==> config.mk <==
export PLATFORM = sky130hd
export DESIGN_NAME = sync_length_xor_deframer
export DESIGN_NICKNAME = d
export VERILOG_FILES = /design/src/rtl/slxd_pkg.sv /design/src/rtl/sync_length_xor_deframer.sv /design/src/rtl/slxd_in_stage.sv /design/src/rtl/slxd_core.sv /design/src/rtl/slxd_out_stage.sv
export SDC_FILE = /design/constraint.sdc
export NUM_CORES = 1
export LEC_CHECK = 0
export BUFFER_PORTS_ARGS = -buffer_cell sky130_fd_sc_hd__buf_4
export CELL_PAD_IN_SITES_DETAIL_PLACEMENT = 0
export CELL_PAD_IN_SITES_GLOBAL_PLACEMENT = 1
export CORE_UTILIZATION = 41
export DETAILED_ROUTE_END_ITERATION = 6
export PLACE_DENSITY_LB_ADDON = 0.1
export SETUP_SLACK_MARGIN = 0.1
export SLEW_MARGIN = 20
export SYNTH_ARGS = -nofsm -noshare
export SYNTH_HDL_FRONTEND = slang
export SYNTH_HIERARCHICAL = 1
export SYNTH_SLANG_ARGS = --single-unit
==> constraint.sdc <==
create_clock -name clk_i -period 2.25 [get_ports clk_i]
set_input_delay 0.45 -clock clk_i [delete_from_list [all_inputs] [get_ports clk_i]]
set_output_delay 0.45 -clock clk_i [all_outputs]
set_load 0.03 [all_outputs]
==> src/rtl/slxd_pkg.sv <==
`default_nettype none
// ----------------------------------------------------------------------------
// slxd_pkg
// Shared codes and types for the sync/length/xor deframer.
// ----------------------------------------------------------------------------
package slxd_pkg;

  localparam logic [7:0] SyncReset = 8'hAA;

  localparam logic [1:0] PhHunt  = 2'd0;
  localparam logic [1:0] PhLen   = 2'd1;
  localparam logic [1:0] PhData  = 2'd2;
  localparam logic [1:0] PhCheck = 2'd3;

  localparam logic [1:0] KindPayload = 2'd0;
  localparam logic [1:0] KindGood    = 2'd1;
  localparam logic [1:0] KindParity  = 2'd2;
  localparam logic [1:0] KindZero    = 2'd3;

  typedef struct packed {
    logic [1:0] kind;
    logic [7:0] data_byte;
    logic [7:0] payload_count;
    logic [7:0] parity_errors;
  } res_t;

endpackage
`default_nettype wire

==> src/rtl/sync_length_xor_deframer.sv <==
`default_nettype none
// ----------------------------------------------------------------------------
// sync_length_xor_deframer
// Byte stream deframer with sync byte, length byte and xor check byte.
// ----------------------------------------------------------------------------
// One received byte per beat. Each byte passes an input register, the frame
// state logic and a result register, and a new byte is taken every cycle
// while the result register can move. Payload
// bytes come out as kind 0 beats; the check byte gives a good or parity error
// verdict with the payload count and running error count, and a zero length
// byte gives a zero length verdict. Hunt, sync and nonzero length bytes give no beat.
module sync_length_xor_deframer (
  input  wire logic       clk_i,
  input  wire logic       rst_ni,
  input  wire logic       cfg_we_i,
  input  wire logic [7:0] cfg_wdata_i,
  input  wire logic       in_valid_i,
  output logic            in_stall_o,
  input  wire logic [7:0] rx_byte_i,
  output logic            out_valid_o,
  input  wire logic       out_stall_i,
  output logic [1:0]      kind_o,
  output logic [7:0]      data_byte_o,
  output logic [7:0]      payload_count_o,
  output logic [7:0]      parity_errors_o
);
  import slxd_pkg::*;

  logic       in_valid;
  logic [7:0] in_byte;
  logic       free;
  logic       take;
  logic       res_valid;
  res_t       res;

  assign take = in_valid && free;

  slxd_in_stage u_in (
    .clk_i      (clk_i),
    .rst_ni     (rst_ni),
    .in_valid_i (in_valid_i),
    .in_stall_o (in_stall_o),
    .rx_byte_i  (rx_byte_i),
    .take_i     (take),
    .valid_o    (in_valid),
    .byte_o     (in_byte)
  );

  slxd_core u_core (
    .clk_i       (clk_i),
    .rst_ni      (rst_ni),
    .cfg_we_i    (cfg_we_i),
    .cfg_wdata_i (cfg_wdata_i),
    .fire_i      (take),
    .byte_i      (in_byte),
    .res_valid_o (res_valid),
    .res_o       (res)
  );

  slxd_out_stage u_out (
    .clk_i           (clk_i),
    .rst_ni          (rst_ni),
    .res_valid_i     (res_valid),
    .res_i           (res),
    .free_o          (free),
    .out_valid_o     (out_valid_o),
    .out_stall_i     (out_stall_i),
    .kind_o          (kind_o),
    .data_byte_o     (data_byte_o),
    .payload_count_o (payload_count_o),
    .parity_errors_o (parity_errors_o)
  );

endmodule
`default_nettype wire

==> src/rtl/slxd_in_stage.sv <==
`default_nettype none
// ----------------------------------------------------------------------------
// slxd_in_stage
// Input register: holds one received byte until the core takes it.
// ----------------------------------------------------------------------------
module slxd_in_stage (
  input  wire logic       clk_i,
  input  wire logic       rst_ni,
  input  wire logic       in_valid_i,
  output logic            in_stall_o,
  input  wire logic [7:0] rx_byte_i,
  input  wire logic       take_i,
  output logic            valid_o,
  output logic [7:0]      byte_o
);

  logic       valid_q, valid_d;
  logic [7:0] byte_q, byte_d;
  logic       load;

  assign in_stall_o = valid_q && !take_i;
  assign load       = in_valid_i && !in_stall_o;

  always_comb begin
    valid_d = valid_q;
    byte_d  = byte_q;
    if (take_i) begin
      valid_d = 1'b0;
    end
    if (load) begin
      valid_d = 1'b1;
      byte_d  = rx_byte_i;
    end
  end

  always_ff @(posedge clk_i or negedge rst_ni) begin
    if (!rst_ni) begin
      valid_q <= 1'b0;
    end else begin
      valid_q <= valid_d;
    end
  end

  always_ff @(posedge clk_i) begin
    byte_q <= byte_d;
  end

  assign valid_o = valid_q;
  assign byte_o  = byte_q;

endmodule
`default_nettype wire

==> src/rtl/slxd_core.sv <==
`default_nettype none
// ----------------------------------------------------------------------------
// slxd_core
// Frame state machine: sync hunt, length, payload xor and check verdict.
// ----------------------------------------------------------------------------
module slxd_core (
  input  wire logic          clk_i,
  input  wire logic          rst_ni,
  input  wire logic          cfg_we_i,
  input  wire logic [7:0]    cfg_wdata_i,
  input  wire logic          fire_i,
  input  wire logic [7:0]    byte_i,
  output logic               res_valid_o,
  output slxd_pkg::res_t     res_o
);
  import slxd_pkg::*;

  logic [7:0] sync_q;
  logic [1:0] phase_q, phase_d;
  logic [7:0] left_q, left_d;
  logic [7:0] xor_q, xor_d;
  logic [7:0] len_q, len_d;
  logic [7:0] errs_q, errs_d;
  logic [7:0] left_dec;

  always_comb begin
    phase_d     = phase_q;
    left_d      = left_q;
    xor_d       = xor_q;
    len_d       = len_q;
    errs_d      = errs_q;
    res_valid_o = 1'b0;
    res_o       = '0;
    left_dec    = (left_q != 8'd0) ? left_q - 8'd1 : left_q;
    if (fire_i) begin
      unique case (phase_q)
        PhHunt: begin
          if (byte_i == sync_q) begin
            phase_d = PhLen;
          end
        end
        PhLen: begin
          xor_d = 8'd0;
          if (byte_i == 8'd0) begin
            len_d       = 8'd0;
            left_d      = 8'd0;
            phase_d     = PhHunt;
            res_valid_o = 1'b1;
            res_o.kind  = KindZero;
          end else begin
            len_d   = byte_i - 8'd1;
            left_d  = byte_i - 8'd1;
            phase_d = (byte_i == 8'd1) ? PhCheck : PhData;
          end
        end
        PhData: begin
          xor_d  = xor_q ^ byte_i;
          left_d = left_dec;
          if (left_dec == 8'd0) begin
            phase_d = PhCheck;
          end
          res_valid_o     = 1'b1;
          res_o.kind      = KindPayload;
          res_o.data_byte = byte_i;
        end
        default: begin
          phase_d             = PhHunt;
          res_valid_o         = 1'b1;
          res_o.payload_count = len_q;
          if (byte_i == xor_q) begin
            res_o.kind = KindGood;
          end else begin
            errs_d     = errs_q + 8'd1;
            res_o.kind = KindParity;
          end
        end
      endcase
      res_o.parity_errors = errs_d;
    end
  end

  always_ff @(posedge clk_i or negedge rst_ni) begin
    if (!rst_ni) begin
      sync_q  <= SyncReset;
      phase_q <= PhHunt;
      left_q  <= 8'd0;
      xor_q   <= 8'd0;
      len_q   <= 8'd0;
      errs_q  <= 8'd0;
    end else begin
      if (cfg_we_i) begin
        sync_q <= cfg_wdata_i;
      end
      phase_q <= phase_d;
      left_q  <= left_d;
      xor_q   <= xor_d;
      len_q   <= len_d;
      errs_q  <= errs_d;
    end
  end

endmodule
`default_nettype wire

==> src/rtl/slxd_out_stage.sv <==
`default_nettype none
// ----------------------------------------------------------------------------
// slxd_out_stage
// Result register: holds one result beat while the sink stalls.
// ----------------------------------------------------------------------------
module slxd_out_stage (
  input  wire logic          clk_i,
  input  wire logic          rst_ni,
  input  wire logic          res_valid_i,
  input  wire slxd_pkg::res_t res_i,
  output logic               free_o,
  output logic               out_valid_o,
  input  wire logic          out_stall_i,
  output logic [1:0]         kind_o,
  output logic [7:0]         data_byte_o,
  output logic [7:0]         payload_count_o,
  output logic [7:0]         parity_errors_o
);
  import slxd_pkg::*;

  logic valid_q, valid_d;
  res_t res_q, res_d;

  assign free_o = !valid_q || !out_stall_i;

  always_comb begin
    valid_d = valid_q;
    res_d   = res_q;
    if (free_o) begin
      valid_d = res_valid_i;
      res_d   = res_i;
    end
  end

  always_ff @(posedge clk_i or negedge rst_ni) begin
    if (!rst_ni) begin
      valid_q <= 1'b0;
    end else begin
      valid_q <= valid_d;
    end
  end

  always_ff @(posedge clk_i) begin
    res_q <= res_d;
  end

  assign out_valid_o     = valid_q;
  assign kind_o          = res_q.kind;
  assign data_byte_o     = res_q.data_byte;
  assign payload_count_o = res_q.payload_count;
  assign parity_errors_o = res_q.parity_errors;

endmodule
`default_nettype wire

=== After elaboration in Yosys (flattened, before gate mapping) ===
Index checks and enable logic that the tools add are counted.

* Bits in registers: 78
* Input port bits: 21
* Output and inout port bits: 28
* Word-level logic and storage cells: 65

* Add/subtract/negate cells: 3
* Equal/unequal tests: 7
* Muxes and demuxes: 19
* Bitwise operators: 2
* Reductions and logical operators: 21

{| class="wikitable"
|+ Operators by type and width
! operator !! number
|-
| $mux 8 || 4
|-
| $pmux 8 s2 || 2
|-
| $eq 8x8->1 || 2
|-
| $logic_not 8->1 || 2
|-
| $sub 8x1->8 const B || 2
|-
| $mux 2 || 5
|-
| $add 8x1->8 const B || 1
|-
| $eq 8x1->1 const B || 1
|-
| $reduce_bool 8->1 || 1
|-
| $xor 8x8->8 || 1
|-
| $pmux 2 s3 || 1
|-
| $reduce_and 2->1 || 3
|-
| $mux 1 || 5
|-
| $logic_not 1->1 || 4
|-
| $ne 2x1->1 const B || 2
|-
| $pmux 2 s2 || 1
|-
| $reduce_bool 2->1 || 2
|-
| $reduce_or 4->1 || 1
|-
| $logic_and 1x1->1 || 3
|-
| $reduce_and 3->1 || 1
|-
| $reduce_or 3->1 || 1
|-
| $eq 2x1->1 const B || 1
|-
| $eq 2x2->1 const B || 1
|-
| $logic_not 2->1 || 1
|-
| other kinds (4) || 4
|}

=== Longest topological paths before layout ===
Gate-level depths: netlist of the first run.

* Depth in word-level cells: 8
* Depth in mapped cells: 9
* Mapped depth without buffers: 8

=== By module ===
The synthesis of the first run kept the hierarchy.

{| class="wikitable"
|+ Modules (own cells, without submodules)
! module !! instances !! cells each !! area an instance (sq um) !! seq. area each (sq um)
|-
| slxd_core || 1 || 327 || 2857.7 || 1056.0
|-
| slxd_out_stage || 1 || 29 || 817.0 || 805.8
|-
| slxd_in_stage || 1 || 13 || 297.8 || 265.3
|-
| sync_length_xor_deframer || 1 || 1 || 6.3 || 0.0
|}

=== Worst setup path before layout of the first run ===
OpenSTA, ideal clock, no wires.

* Path type: register to register
* Start: reg u_out.valid_q (netlist: u_out/out_valid_o)
* End: reg u_core.left_q[4]
* Library setup time: 121 ps
* Arrival: 2331 ps
* Data required time: 2129 ps
* Setup slack: -202 ps
* Cell stages (with the launch flop): 8
* Buffers on the path: 2
* Clock period less this slack: 2452 ps
* Cell sequence: dfrtp_1 nand2_1 and2_1 and2_1 clkbuf_1 clkbuf_1 o21ai_0 a22o_1

* Word-level cells in the longest chain between the ends: 4

{| class="wikitable"
|+ Ends and longest elaborated chain
! item !! line !! RTL
|-
| start: declaration || slxd_out_stage.sv:21 || <nowiki>logic valid_q, valid_d;</nowiki>
|-
| start signal: assignment || slxd_out_stage.sv:39 || <nowiki>valid_q <= valid_d;</nowiki>
|-
| $logic_not 1->1 || slxd_out_stage.sv:24 || <nowiki>assign free_o = !valid_q || !out_stall_i;</nowiki>
|-
| $logic_or 1x1->1 || slxd_out_stage.sv:24 ||
|-
| via free || sync_length_xor_deframer.sv:31 || <nowiki>logic free;</nowiki>
|-
| $logic_and 1x1->1 || sync_length_xor_deframer.sv:36 || <nowiki>assign take = in_valid && free;</nowiki>
|-
| via take || sync_length_xor_deframer.sv:32 || <nowiki>logic take;</nowiki>
|-
| $reduce_and 2->1 (no line) || n/a ||
|-
| end signal: assignment || slxd_core.sv:95 || <nowiki>left_q <= left_d;</nowiki>
|-
| end: declaration || slxd_core.sv:20 || <nowiki>logic [7:0] left_q, left_d;</nowiki>
|}

The timed path passes the listed nets, and every way through them passes these cells.
A chain may end at the register's enable or synchronous reset.

=== Worst setup path after layout of the first run ===
* Start: reg u_core.left_q[1]
* End: reg u_core.phase_q[1]

* Word-level cells in the longest chain between the ends: 5
* Elaborated cells between the ends (all ways): 6
* Classes of those cells: 1 x add/sub; 1 x eq/ne; 1 x mux; 3 x reduce/logical

{| class="wikitable"
|+ Ends and longest elaborated chain
! item !! line !! RTL
|-
| $sub 8x1->8 or $reduce_bool 8->1 (tied branches) || slxd_core.sv:34 || <nowiki>left_dec = (left_q != 8'd0) ? left_q - 8'd1 : left_q;</nowiki>
|-
| $mux 8 * || slxd_core.sv:34 ||
|-
| $logic_not 8->1 * || slxd_core.sv:59 || <nowiki>if (left_dec == 8'd0) begin</nowiki>
|-
| $ne 2x1->1 (no line) * || n/a ||
|-
| $reduce_and 3->1 (no line) * || n/a ||
|-
| end signal: assignment || slxd_core.sv:85 || <nowiki>phase_q <= PhHunt;</nowiki>
|-
| end signal: assignment || slxd_core.sv:94 || <nowiki>phase_q <= phase_d;</nowiki>
|-
| end: declaration || slxd_core.sv:19 || <nowiki>logic [1:0] phase_q, phase_d;</nowiki>
|}

Every way passes the cells marked *; elsewhere a longest branch is shown, timed or not.

==> results by group, run 1 <==
Clocking
  – Buffers from clock root to sink, at most: 2
  – Clock-pin slew on the worst setup and hold paths: 0.09 ns
  – Clock tree from TritonCTS: built
  – Sinks on Clock Net: 78
  – Clk_lat worst skew: 0.35 ns
  – H-tree Lvls: 3
  – Number of CTS-inserted buffers: 9
  – Clock tree root driver cell: clkbuf_8

Timing
  – Max frequency: 0.4588 GHz
  – Final setup margin: 0.07041 ns
  – Hold Fails Final Rpt: 0
  – Worst max-slew margin expressed relative to the limit: 0.6008
  – Post-route minimum period: 2.180 ns
  – Worst hold-check slack: 0.1017 ns
  – Endpoints failing setup: 0
  – Period Utilization, post-route: 0.9687
  – Worst Max-Slew Pin Slew: 0.5988 ns
  – Final worst clock skew: 0.01052 ns
  – Number of max-slew violations in the final report: 0
  – Setup TNS: 0 ns
  – Unrepaired setup endpoints after global routing: true

Synthesis
  – YS warnings: 6
  – Number of library cell types mapped by synthesis: 56
  – Synthesis-stage register bit count: 78
  – Gate count of the mapped netlist: 370
  – Post-Synthesis Net Count: 402
  – Commonest cells post-synth: dfrtp_1, edfxtp_1, nand2_1
  – Top cell type by total area after synthesis: edfxtp_1
  – Top flip-flop cell by instance count after synthesis: dfrtp_1
  – Number of enable-type register cells in the synthesized netlist: 34
  – Proportion of netlist area held by the largest area contributor: 0.2566
  – Most common cell in the synthesized netlist: dfrtp_1
  – Part of the Yosys area used for sequential elements: 0.5346
  – Share of synthesized registers carrying an async set or reset: 0.5641
  – Top area cells in the synthesized netlist: edfxtp_1, dfrtp_1, xnor2_1
  – Synthesized area: 0.003979 mm2
  – Post-synthesis average cell area: 10.75 um2

Worst setup path
  – Crit Reg-Reg Endpoint: u_core/phase_q[1]$_DFFE_PN0P_
  – Worst reg2reg startpoint: u_core/left_q[1]$_DFFE_PN0P_
  – Type of the worst setup path: reg -> reg
  – Worst Path Max Fanout: 4
  – CP max stage cell: or4b_1
  – Number of cell instances on the worst register-to-register path: 9
  – CP Launch Type: register
  – Critical path buffers and inverters: 2
  – Crit-path max cell delay: 0.51 ns
  – Critical path required time: 2.53 ns
  – Crit-path cells: inv_2 > ha_4 > nor3b_4 > buf_4 > and2_4 > a2111oi_4 > a21oi_2 > or4b_1 > o21ai_1
  – R2R Setup Slk: 0.07 ns
  – Data arrival, critical path: 2.46 ns
  – Critical path's top delay family: simple AND/OR/NAND/NOR gates
  – Crit. End Element: register

Status
  – Status: finished, final reports clean

Flow run
  – Number of max-cap violations: 0

Pwr
  – Leakage power summed over all cells: 2.120 nW
  – Power density over cell area: 1213 mW/mm2
  – Total power: 5.926 mW
  – Peak supply drop: 413.0 uV

Min path
  – Min-Delay Path Class: in -> async

Detailed routing
  – Number of optimization iterations in the first detailed-route pass: 5
  – Total wire length: 8629 um
  – Count of vias placed by the detailed router: 2883
  – Routed wirelength normalized by instance count: 15.22 um
  – # DRC: 0
  – Average vias per placed instance: 5.085
  – Detailed router's first-iteration violation count: 115
  – DRT antenna net count: 0

Cells and area
  – Final standard cell count with taps included and fillers excluded: 567
  – Share of cells above drive strength 1: 0.2808
  – Final non-filler cell area: 0.004886 mm2
  – N_diodes: 0
  – Layout Utilization: 0.5238
  – Total Nets Final: 465
  – Area growth syn-to-layout: 22.80%

Global routing
  – Wire length of the first global-routing pass: 14410 um
  – Via count of the first global-routing pass: 2848
  – Number of antenna violations at the first check in global routing: 0
  – Aggregate global routing overflow: 0
  – Maximum number of pins on one net before global-route repair: 45
  – GRT Overall Usage: 0.1861

Place
  – Half-perimeter wire length after placement: 6089 um
  – Buffers on Ports: 48
  – Placed Area: 0.004583 mm2
  – RD Place Congestion: 0.7696
  – Number of cells after detailed placement: 543
  – Minimum setup slack after placement: 0.01778 ns

Die
  – Core area: 0.009328 mm2
  – Die Width: 100.5 um
  – Die height: 100.5 um
  – Die area: 0.01010 mm2
  – Core Rows: 35
  – Initial core utilization: 0.4266
  – Number of top-level pins: 49
[cells by family (layout without fill, tap and decap cells)]
logic type               after synthesis  count (layout)  synth area share
adder cells (fa/ha/maj)               11              11           0.03459
buffers and inverters                 44             112           0.04560
XOR/XNOR                              31              31           0.06824
AND/OR/NAND/NOR                      122             122            0.1673
AO/OA/AOI/OAI                         74              74            0.1217
multiplexers                          10              10           0.02799
flip-flops                            78              78            0.5346
[timing repair]
action,4_1_cts,5_1_grt
resized for setup,6,6
setup endpoints to repair,2,17
endpoints found under the hold margin,0,0
pin swaps,6,6
buffers inserted,3,5
hold buffers,0,0
[registers in the layout, indices dropped and copies added, names as in the netlist, 8 cells and up]
name                   cells
u_core/errs_q              8
u_core/left_q              8
u_core/len_q               8
u_core/sync_q              8
u_core/xor_q               8
u_in/byte_o                8
u_out/data_byte_o          8
u_out/parity_errors_o      8
u_out/payload_count_o      8
[area by class of cell]
class / instances / area, um2
Sequential cell: 78 / 2127
Clock buffer: 11 / 131.4
Timing Repair Buffer: 76 / 583.1
Clock inverter: 5 / 58.81
Inverter: 20 / 75.07
Tap cell: 129 / 161.4
Fill cell: 857 / 4442
Multi-Input combinational cell: 248 / 1749
[per-layer routing]
| metal | track usage | up-vias | share of wire |
|---|---|---|---|
| li1 | - | 1445 | - |
| met1 | 0.2562 | 1375 | 0.50 |
| met2 | 0.2961 | 56 | 0.46 |
| met3 | 0.04230 | 7 | 0.033 |
| met4 | 0.05128 | 0 | 0.0085 |
| met5 | 0 | - | 0 |
[placed cells by master, fill, tap and decap left out, drive strengths merged, types with 2 or more instances in the layout]
master	instances
and3	18
xnor2	19
nor3b	2
and2	6
nor2	18
a21oi	11
nand2b	5
nor4	5
dfrtp	40
o21a	2
a22o	12
and4	2
inv	20
dfstp	4
a31oi	3
a21boi	2
o31ai	4
buf	76
ha	11
edfxtp	34
clkinvlp	2
nor3	4
mux2	9
nand3	19
o21ai	28
nand4	7
nand2	29
o22ai	4
clkinv	2
xor2	12
clkbuf	11
[power by group]
| group | switching (mW) | total (mW) | internal, mW |
|---|---|---|---|
| clock network | 0.523 | 1.04 | 0.516 |
| registers | 0.357 | 2.34 | 1.98 |
| logic | 1.49 | 2.55 | 1.06 |
| total | 2.37 | 5.93 | 3.56 |
[worst max-delay path by stage]
stage,from,endpoint,slack (ns),depth (start not counted)
finish,u_core/left_q[1]$_DFFE_PN0P_,u_core/phase_q[1]$_DFFE_PN0P_,0.07,9
global route,u_core/left_q[0]$_DFFE_PN0P_,u_core/phase_q[1]$_DFFE_PN0P_,-0.002,9
CTS,u_core/left_q[0]$_DFFE_PN0P_,u_core/phase_q[1]$_DFFE_PN0P_,0.10,8
detailed placement,u_core/left_q[1]$_DFFE_PN0P_,u_core/phase_q[1]$_DFFE_PN0P_,0.02,8
global placement,u_core/left_q[1]$_DFFE_PN0P_,u_core/phase_q[1]$_DFFE_PN0P_,0.1,8
floorplan,u_core/left_q[0]$_DFFE_PN0P_,u_core/phase_q[1]$_DFFE_PN0P_,0.10,9
(Power assumes the default switching activity.)
==> run 2, diff against run 1 <==
==> constraint.sdc (replaced) <==
create_clock -name clk_i -period 1.85 [get_ports clk_i]
set_input_delay 0.37 -clock clk_i [delete_from_list [all_inputs] [get_ports clk_i]]
set_output_delay 0.37 -clock clk_i [all_outputs]
set_load 0.05 [all_outputs]
==> results by group, run 2 (synthesis gave the netlist of run 1 again) <==
Flow run
  – Number of max-cap violations: 0

Clocking
  – Clk_lat worst skew: 0.35 ns
  – Sinks on Clock Net: 78
  – Clock-pin slew on the worst setup and hold paths: 0.09 ns
  – Number of CTS-inserted buffers: 9
  – Clock tree from TritonCTS: built
  – Buffers from clock root to sink, at most: 2
  – H-tree Lvls: 3
  – Clock tree root driver cell: clkbuf_8

Die
  – Core Rows: 35
  – Number of top-level pins: 49
  – Die area: 0.01010 mm2
  – Core area: 0.009328 mm2
  – Die height: 100.5 um
  – Initial core utilization: 0.4266
  – Die Width: 100.5 um

Cells and area
  – Most frequent cells in the layout: buf_4, dfrtp_1, edfxtp_1
  – Share of cells above drive strength 1: 0.5060
  – Area growth syn-to-layout: 49.62%
  – Leading cell type in the layout, fill and taps excluded: buf_4
  – Total Nets Final: 525
  – Final non-filler cell area: 0.005953 mm2
  – Layout Utilization: 0.6382
  – N_diodes: 0
  – Final standard cell count with taps included and fillers excluded: 627

Pwr
  – Leakage power summed over all cells: 2.608 nW
  – Peak supply drop: 549.9 uV
  – Power density over cell area: 1435 mW/mm2

Timing
  – Post-route minimum period: 2.083 ns
  – Period Utilization, post-route: 1.126
  – Number of max-slew violations in the final report: 0
  – Worst Max-Slew Pin Slew: 0.5985 ns
  – Final worst clock skew: 0.008682 ns
  – Final setup margin: -0.2326 ns
  – Hold Fails Final Rpt: 0
  – Worst hold-check slack: 0.01440 ns
  – Endpoints failing setup: 12
  – Worst max-slew margin expressed relative to the limit: 0.6010
  – Unrepaired setup endpoints after global routing: true
  – Setup TNS: -0.8008 ns
  – Max frequency: 0.4802 GHz

Detailed routing
  – Number of optimization iterations in the first detailed-route pass: 4
  – Count of vias placed by the detailed router: 3211
  – Average vias per placed instance: 5.121
  – Detailed router's first-iteration violation count: 130
  – Routed wirelength normalized by instance count: 15.44 um
  – # DRC: 0
  – DRT antenna net count: 0
  – Total wire length: 9684 um

Worst setup path
  – Worst reg2reg startpoint: u_core/left_q[1]$_DFFE_PN0P_
  – Number of cell instances on the worst register-to-register path: 9
  – Crit. End Element: register
  – Data arrival, critical path: 2.36 ns
  – Critical path required time: 2.13 ns
  – Start point of the critical path: u_core/left_q[1]$_DFFE_PN0P_
  – CP Launch Type: register
  – Crit Reg-Reg Endpoint: u_core/phase_q[1]$_DFFE_PN0P_
  – Type of the worst setup path: reg -> reg
  – Worst Path Max Fanout: 4
  – R2R Setup Slk: -0.23 ns

Place
  – Half-perimeter wire length after placement: 6357 um
  – RD Place Congestion: 0.7989
  – Buffers on Ports: 48
  – Number of cells after detailed placement: 579
  – Placed Area: 0.004943 mm2

Global routing
  – Aggregate global routing overflow: 0
  – GRT Overall Usage: 0.2026
  – Maximum number of pins on one net before global-route repair: 45
  – Number of antenna violations at the first check in global routing: 0
  – Via count of the first global-routing pass: 3127
  – Met2 GRT Util: 0.3288
  – Wire length of the first global-routing pass: 15590 um
  – Most used routing layer in global routing: met2
  – Met1 Usage GRT: 0.2729
  – Global-route met3 utilization: 0.04092

Min path
  – Min-Delay Path Class: in -> async

Status
  – Failing checks: setup timing
  – Status: finished with violations
run 2: worst max path at each step:
stage                     depth (start not counted)  slack, ns                            end
after CTS                                         9      -0.23  u_core/phase_q[1]$_DFFE_PN0P_
final                                             9      -0.23  u_core/phase_q[1]$_DFFE_PN0P_
after global routing                              9      -0.35  u_core/phase_q[1]$_DFFE_PN0P_
after floorplan                                   8      -0.25  u_core/phase_q[1]$_DFFE_PN0P_
after detailed placement                          8      -0.30  u_core/phase_q[1]$_DFFE_PN0P_
after global placement                            8      -0.26  u_core/phase_q[1]$_DFFE_PN0P_
run 2: power breakdown:
part	internal (mW)	switching [mW]	total, mW	leakage, nW
Clock	0.627	0.677	1.30	0.0989
Combinational	1.86	2.50	4.37	1.59
Sequential	2.41	0.461	2.87	0.914
run 2: critical path, cell delays in order, from the launching register on:
cell and delay, ns:
dfrtp_1 0.40, inv_2 0.08, ha_4 0.14, buf_6 0.10
and3b_1 0.18, a31oi_2 0.06, a2111oi_4 0.32, a21oi_2 0.12
or4b_1 0.51, o21ai_1 0.12
run 2: stage by stage:
step	setup slack [ns]	total power [mW]
floorplan	-0.2539	5.346
global placement	-0.2562	6.467
detailed placement	-0.3012	6.521
CTS	-0.2332	8.236
global route	-0.3474	9.059
finish	-0.2326	8.542
run 2: final cells by class:
type,count,area [um2]
Fill cell,711,3374
Multi-Input combinational cell,248,2253
Sequential cell,78,2131
Timing Repair Buffer,136,1120
Tap cell,129,161.4
Clock buffer,9,123.9
Inverter,20,91.34
Clock inverter,7,72.57
run 2: routing by layer:
metal	vias to the layer above	wire length, um
met5	-	0
met4	0	118
met3	9	288
met2	55	4699
met1	1580	4577
li1	1567	-
run 2: what timing repair did:
action	CTS	global route
setup endpoints to repair	30	35
pin swaps	26	29
gates resized for setup	63	65
endpoints found under the hold margin	0	0
hold buffers	0	0
setup buffers	20	14
==> run 3, diff against run 2 <==
--- a/config.mk
+++ b/config.mk
@@ -5,11 +5,11 @@
 export SDC_FILE = /design/constraint.sdc
 export NUM_CORES = 1
 export LEC_CHECK = 0
-export BUFFER_PORTS_ARGS = -buffer_cell sky130_fd_sc_hd__buf_4
 export CELL_PAD_IN_SITES_DETAIL_PLACEMENT = 0
 export CELL_PAD_IN_SITES_GLOBAL_PLACEMENT = 1
-export CORE_UTILIZATION = 41
+export CORE_UTILIZATION = 45
 export DETAILED_ROUTE_END_ITERATION = 6
+export DONT_BUFFER_PORTS = 1
 export PLACE_DENSITY_LB_ADDON = 0.1
 export SETUP_SLACK_MARGIN = 0.1
 export SLEW_MARGIN = 20
==> results by group, run 3 (synthesis gave the netlist of run 1 again) <==
Detailed routing
  – DRT antenna net count: 0
  – Number of optimization iterations in the first detailed-route pass: 4
  – Detailed router's first-iteration violation count: 143
  – Average vias per placed instance: 5.428
  – # DRC: 0
  – Count of vias placed by the detailed router: 3094
  – Total wire length: 9553 um
  – Routed wirelength normalized by instance count: 16.76 um

Global routing
  – Number of antenna violations at the first check in global routing: 0
  – Maximum number of pins on one net before global-route repair: 45
  – Aggregate global routing overflow: 0
  – Via count of the first global-routing pass: 2960
  – GRT Overall Usage: 0.2177
  – Wire length of the first global-routing pass: 14890 um

Clocking
  – Sinks on Clock Net: 78
  – Clock-pin slew on the worst setup and hold paths: 0.08 ns
  – Clock tree root driver cell: clkbuf_8
  – Number of CTS-inserted buffers: 9
  – Clock tree from TritonCTS: built
  – H-tree Lvls: 3
  – Buffers from clock root to sink, at most: 2
  – Clk_lat worst skew: 0.35 ns

Worst setup path
  – Crit. End Element: register
  – Critical path required time: 2.13 ns
  – Data arrival, critical path: 2.35 ns
  – CP Launch Type: register
  – Type of the worst setup path: reg -> reg
  – Worst Path Max Fanout: 4

Timing
  – Post-route minimum period: 2.065 ns
  – Unrepaired setup endpoints after global routing: true
  – Period Utilization, post-route: 1.116
  – Endpoints failing setup: 12
  – Hold Fails Final Rpt: 0
  – Max frequency: 0.4843 GHz
  – Worst Max-Slew Pin Slew: 0.4676 ns
  – Number of max-slew violations in the final report: 0
  – Final setup margin: -0.2147 ns
  – Final worst clock skew: 0.009919 ns
  – Worst max-slew margin expressed relative to the limit: 0.6889

Place
  – Minimum setup slack after placement: -0.3020 ns
  – Placed Area: 0.004628 mm2
  – RD Place Congestion: 0.8418
  – Buffers on Ports: 0
  – Half-perimeter wire length after placement: 6190 um
  – Number of cells after detailed placement: 517

Min path
  – Min-Delay Path Class: in -> reg

Cells and area
  – Final standard cell count with taps included and fillers excluded: 570
  – Total Nets Final: 492
  – Leading cell type in the layout, fill and taps excluded: buf_4
  – Filler cell count: 601
  – N_diodes: 0
  – Area growth syn-to-layout: 43.93%
  – Share of cells above drive strength 1: 0.4710
  – Final non-filler cell area: 0.005727 mm2
  – Most frequent cells in the layout: buf_4, dfrtp_1, edfxtp_1

Flow run
  – Number of max-cap violations: 0

Die
  – Initial core utilization: 0.4747
  – Number of top-level pins: 49
  – Core Rows: 33
  – Core area: 0.008382 mm2
  – Die area: 0.009222 mm2
  – Die height: 96.03 um
  – Die Width: 96.03 um

Pwr
  – Peak supply drop: 644.5 uV
  – Leakage power summed over all cells: 2.458 nW
  – Power density over cell area: 1482 mW/mm2

Status
  – Status: finished with violations
  – Failing checks: setup timing
run 3: changes by cell type in the layout (fill, tap and decap cells not counted), moves of 3 or more:
cell,previous run,this run
xnor2_1,14,11
nand3_2,6,9
nor2_4,3,0
clkinv_4,3,0
buf_6,19,29
buf_4,114,70
run 3: metal layers:
layer | vias to the layer above | part of all wire | global-route usage
met5 | - | 0 | 0
met4 | 0 | 0.013 | 0.06219
met3 | 11 | 0.039 | 0.03949
met2 | 69 | 0.49 | 0.3658
met1 | 1513 | 0.46 | 0.2865
li1 | 1501 | - | -
run 3: repair_timing:
action | CTS | global route
resized for setup | 71 | 60
cloned | 1 | 0
hold buffers | 2 | 0
pin swaps | 29 | 29
hold endpoints to repair | 44 | 0
setup buffers | 32 | 15
endpoints found under the setup margin | 31 | 39
run 3: final timing paths:
kind | startpoint | endpoint | slack (ns) | cells past startpoint
max in group asynchronous | rst_ni | u_core/sync_q[3]$_DFFE_PN1P_ | 1.04 | 2
min in group asynchronous | rst_ni | u_core/errs_q[3]$_DFFE_PN0P_ | 0.53 | 2
hold / removal | rx_byte_i[3] | u_in/byte_o[3]$_DFFE_PP_ | 0.11 | 0
hold reg to reg | u_core/len_q[7]$_DFFE_PN0P_ | u_core/len_q[7]$_DFFE_PN0P_ | 0.48 | 2
setup reg to reg | u_core/left_q[1]$_DFFE_PN0P_ | u_core/phase_q[1]$_DFFE_PN0P_ | -0.21 | 9
setup / recovery | u_core/left_q[1]$_DFFE_PN0P_ | u_core/phase_q[1]$_DFFE_PN0P_ | -0.21 | 9
run 3: per-stage QoR:
stage               setup TNS, ns  utilization  hold slack [ns]  power [mW]
floorplan                 -0.6958            -          0.07441       5.346
global placement          -0.8470       0.5522          0.07564       6.225
detailed placement         -1.027       0.5522          0.07578       6.295
CTS                       -0.7310       0.6479          0.09835       8.213
global route               -2.711       0.6832          0.09662       8.980
finish                     -1.213       0.6832           0.1149       8.484
run 3: worst max-delay path, cell delays in order (launching register included):
cell       delay, ns
dfrtp_1         0.39
inv_2           0.08
ha_4            0.14
buf_6           0.10
and3b_1         0.18
a31oi_2         0.06
a2111oi_4       0.32
a21oi_2         0.12
or4b_1          0.50
o21ai_1         0.12
run 3: layout make-up:
class | instances | area (um2) | share of cell area
Multi-Input combinational cell | 249 | 2257 | 0.3941
Sequential cell | 78 | 2130 | 0.3719
Timing Repair Buffer | 102 | 909.6 | 0.1588
Tap cell | 105 | 131.4 | 0.02294
Clock buffer | 10 | 127.6 | 0.02229
Inverter | 20 | 86.33 | 0.01508
Clock inverter | 6 | 85.08 | 0.01486
run 3: power breakdown:
part	switching, mW	internal, mW	total (mW)
registers	1.12	2.43	3.55
clock network	0.631	0.759	1.39
logic	1.83	1.71	3.54
total	3.58	4.90	8.48
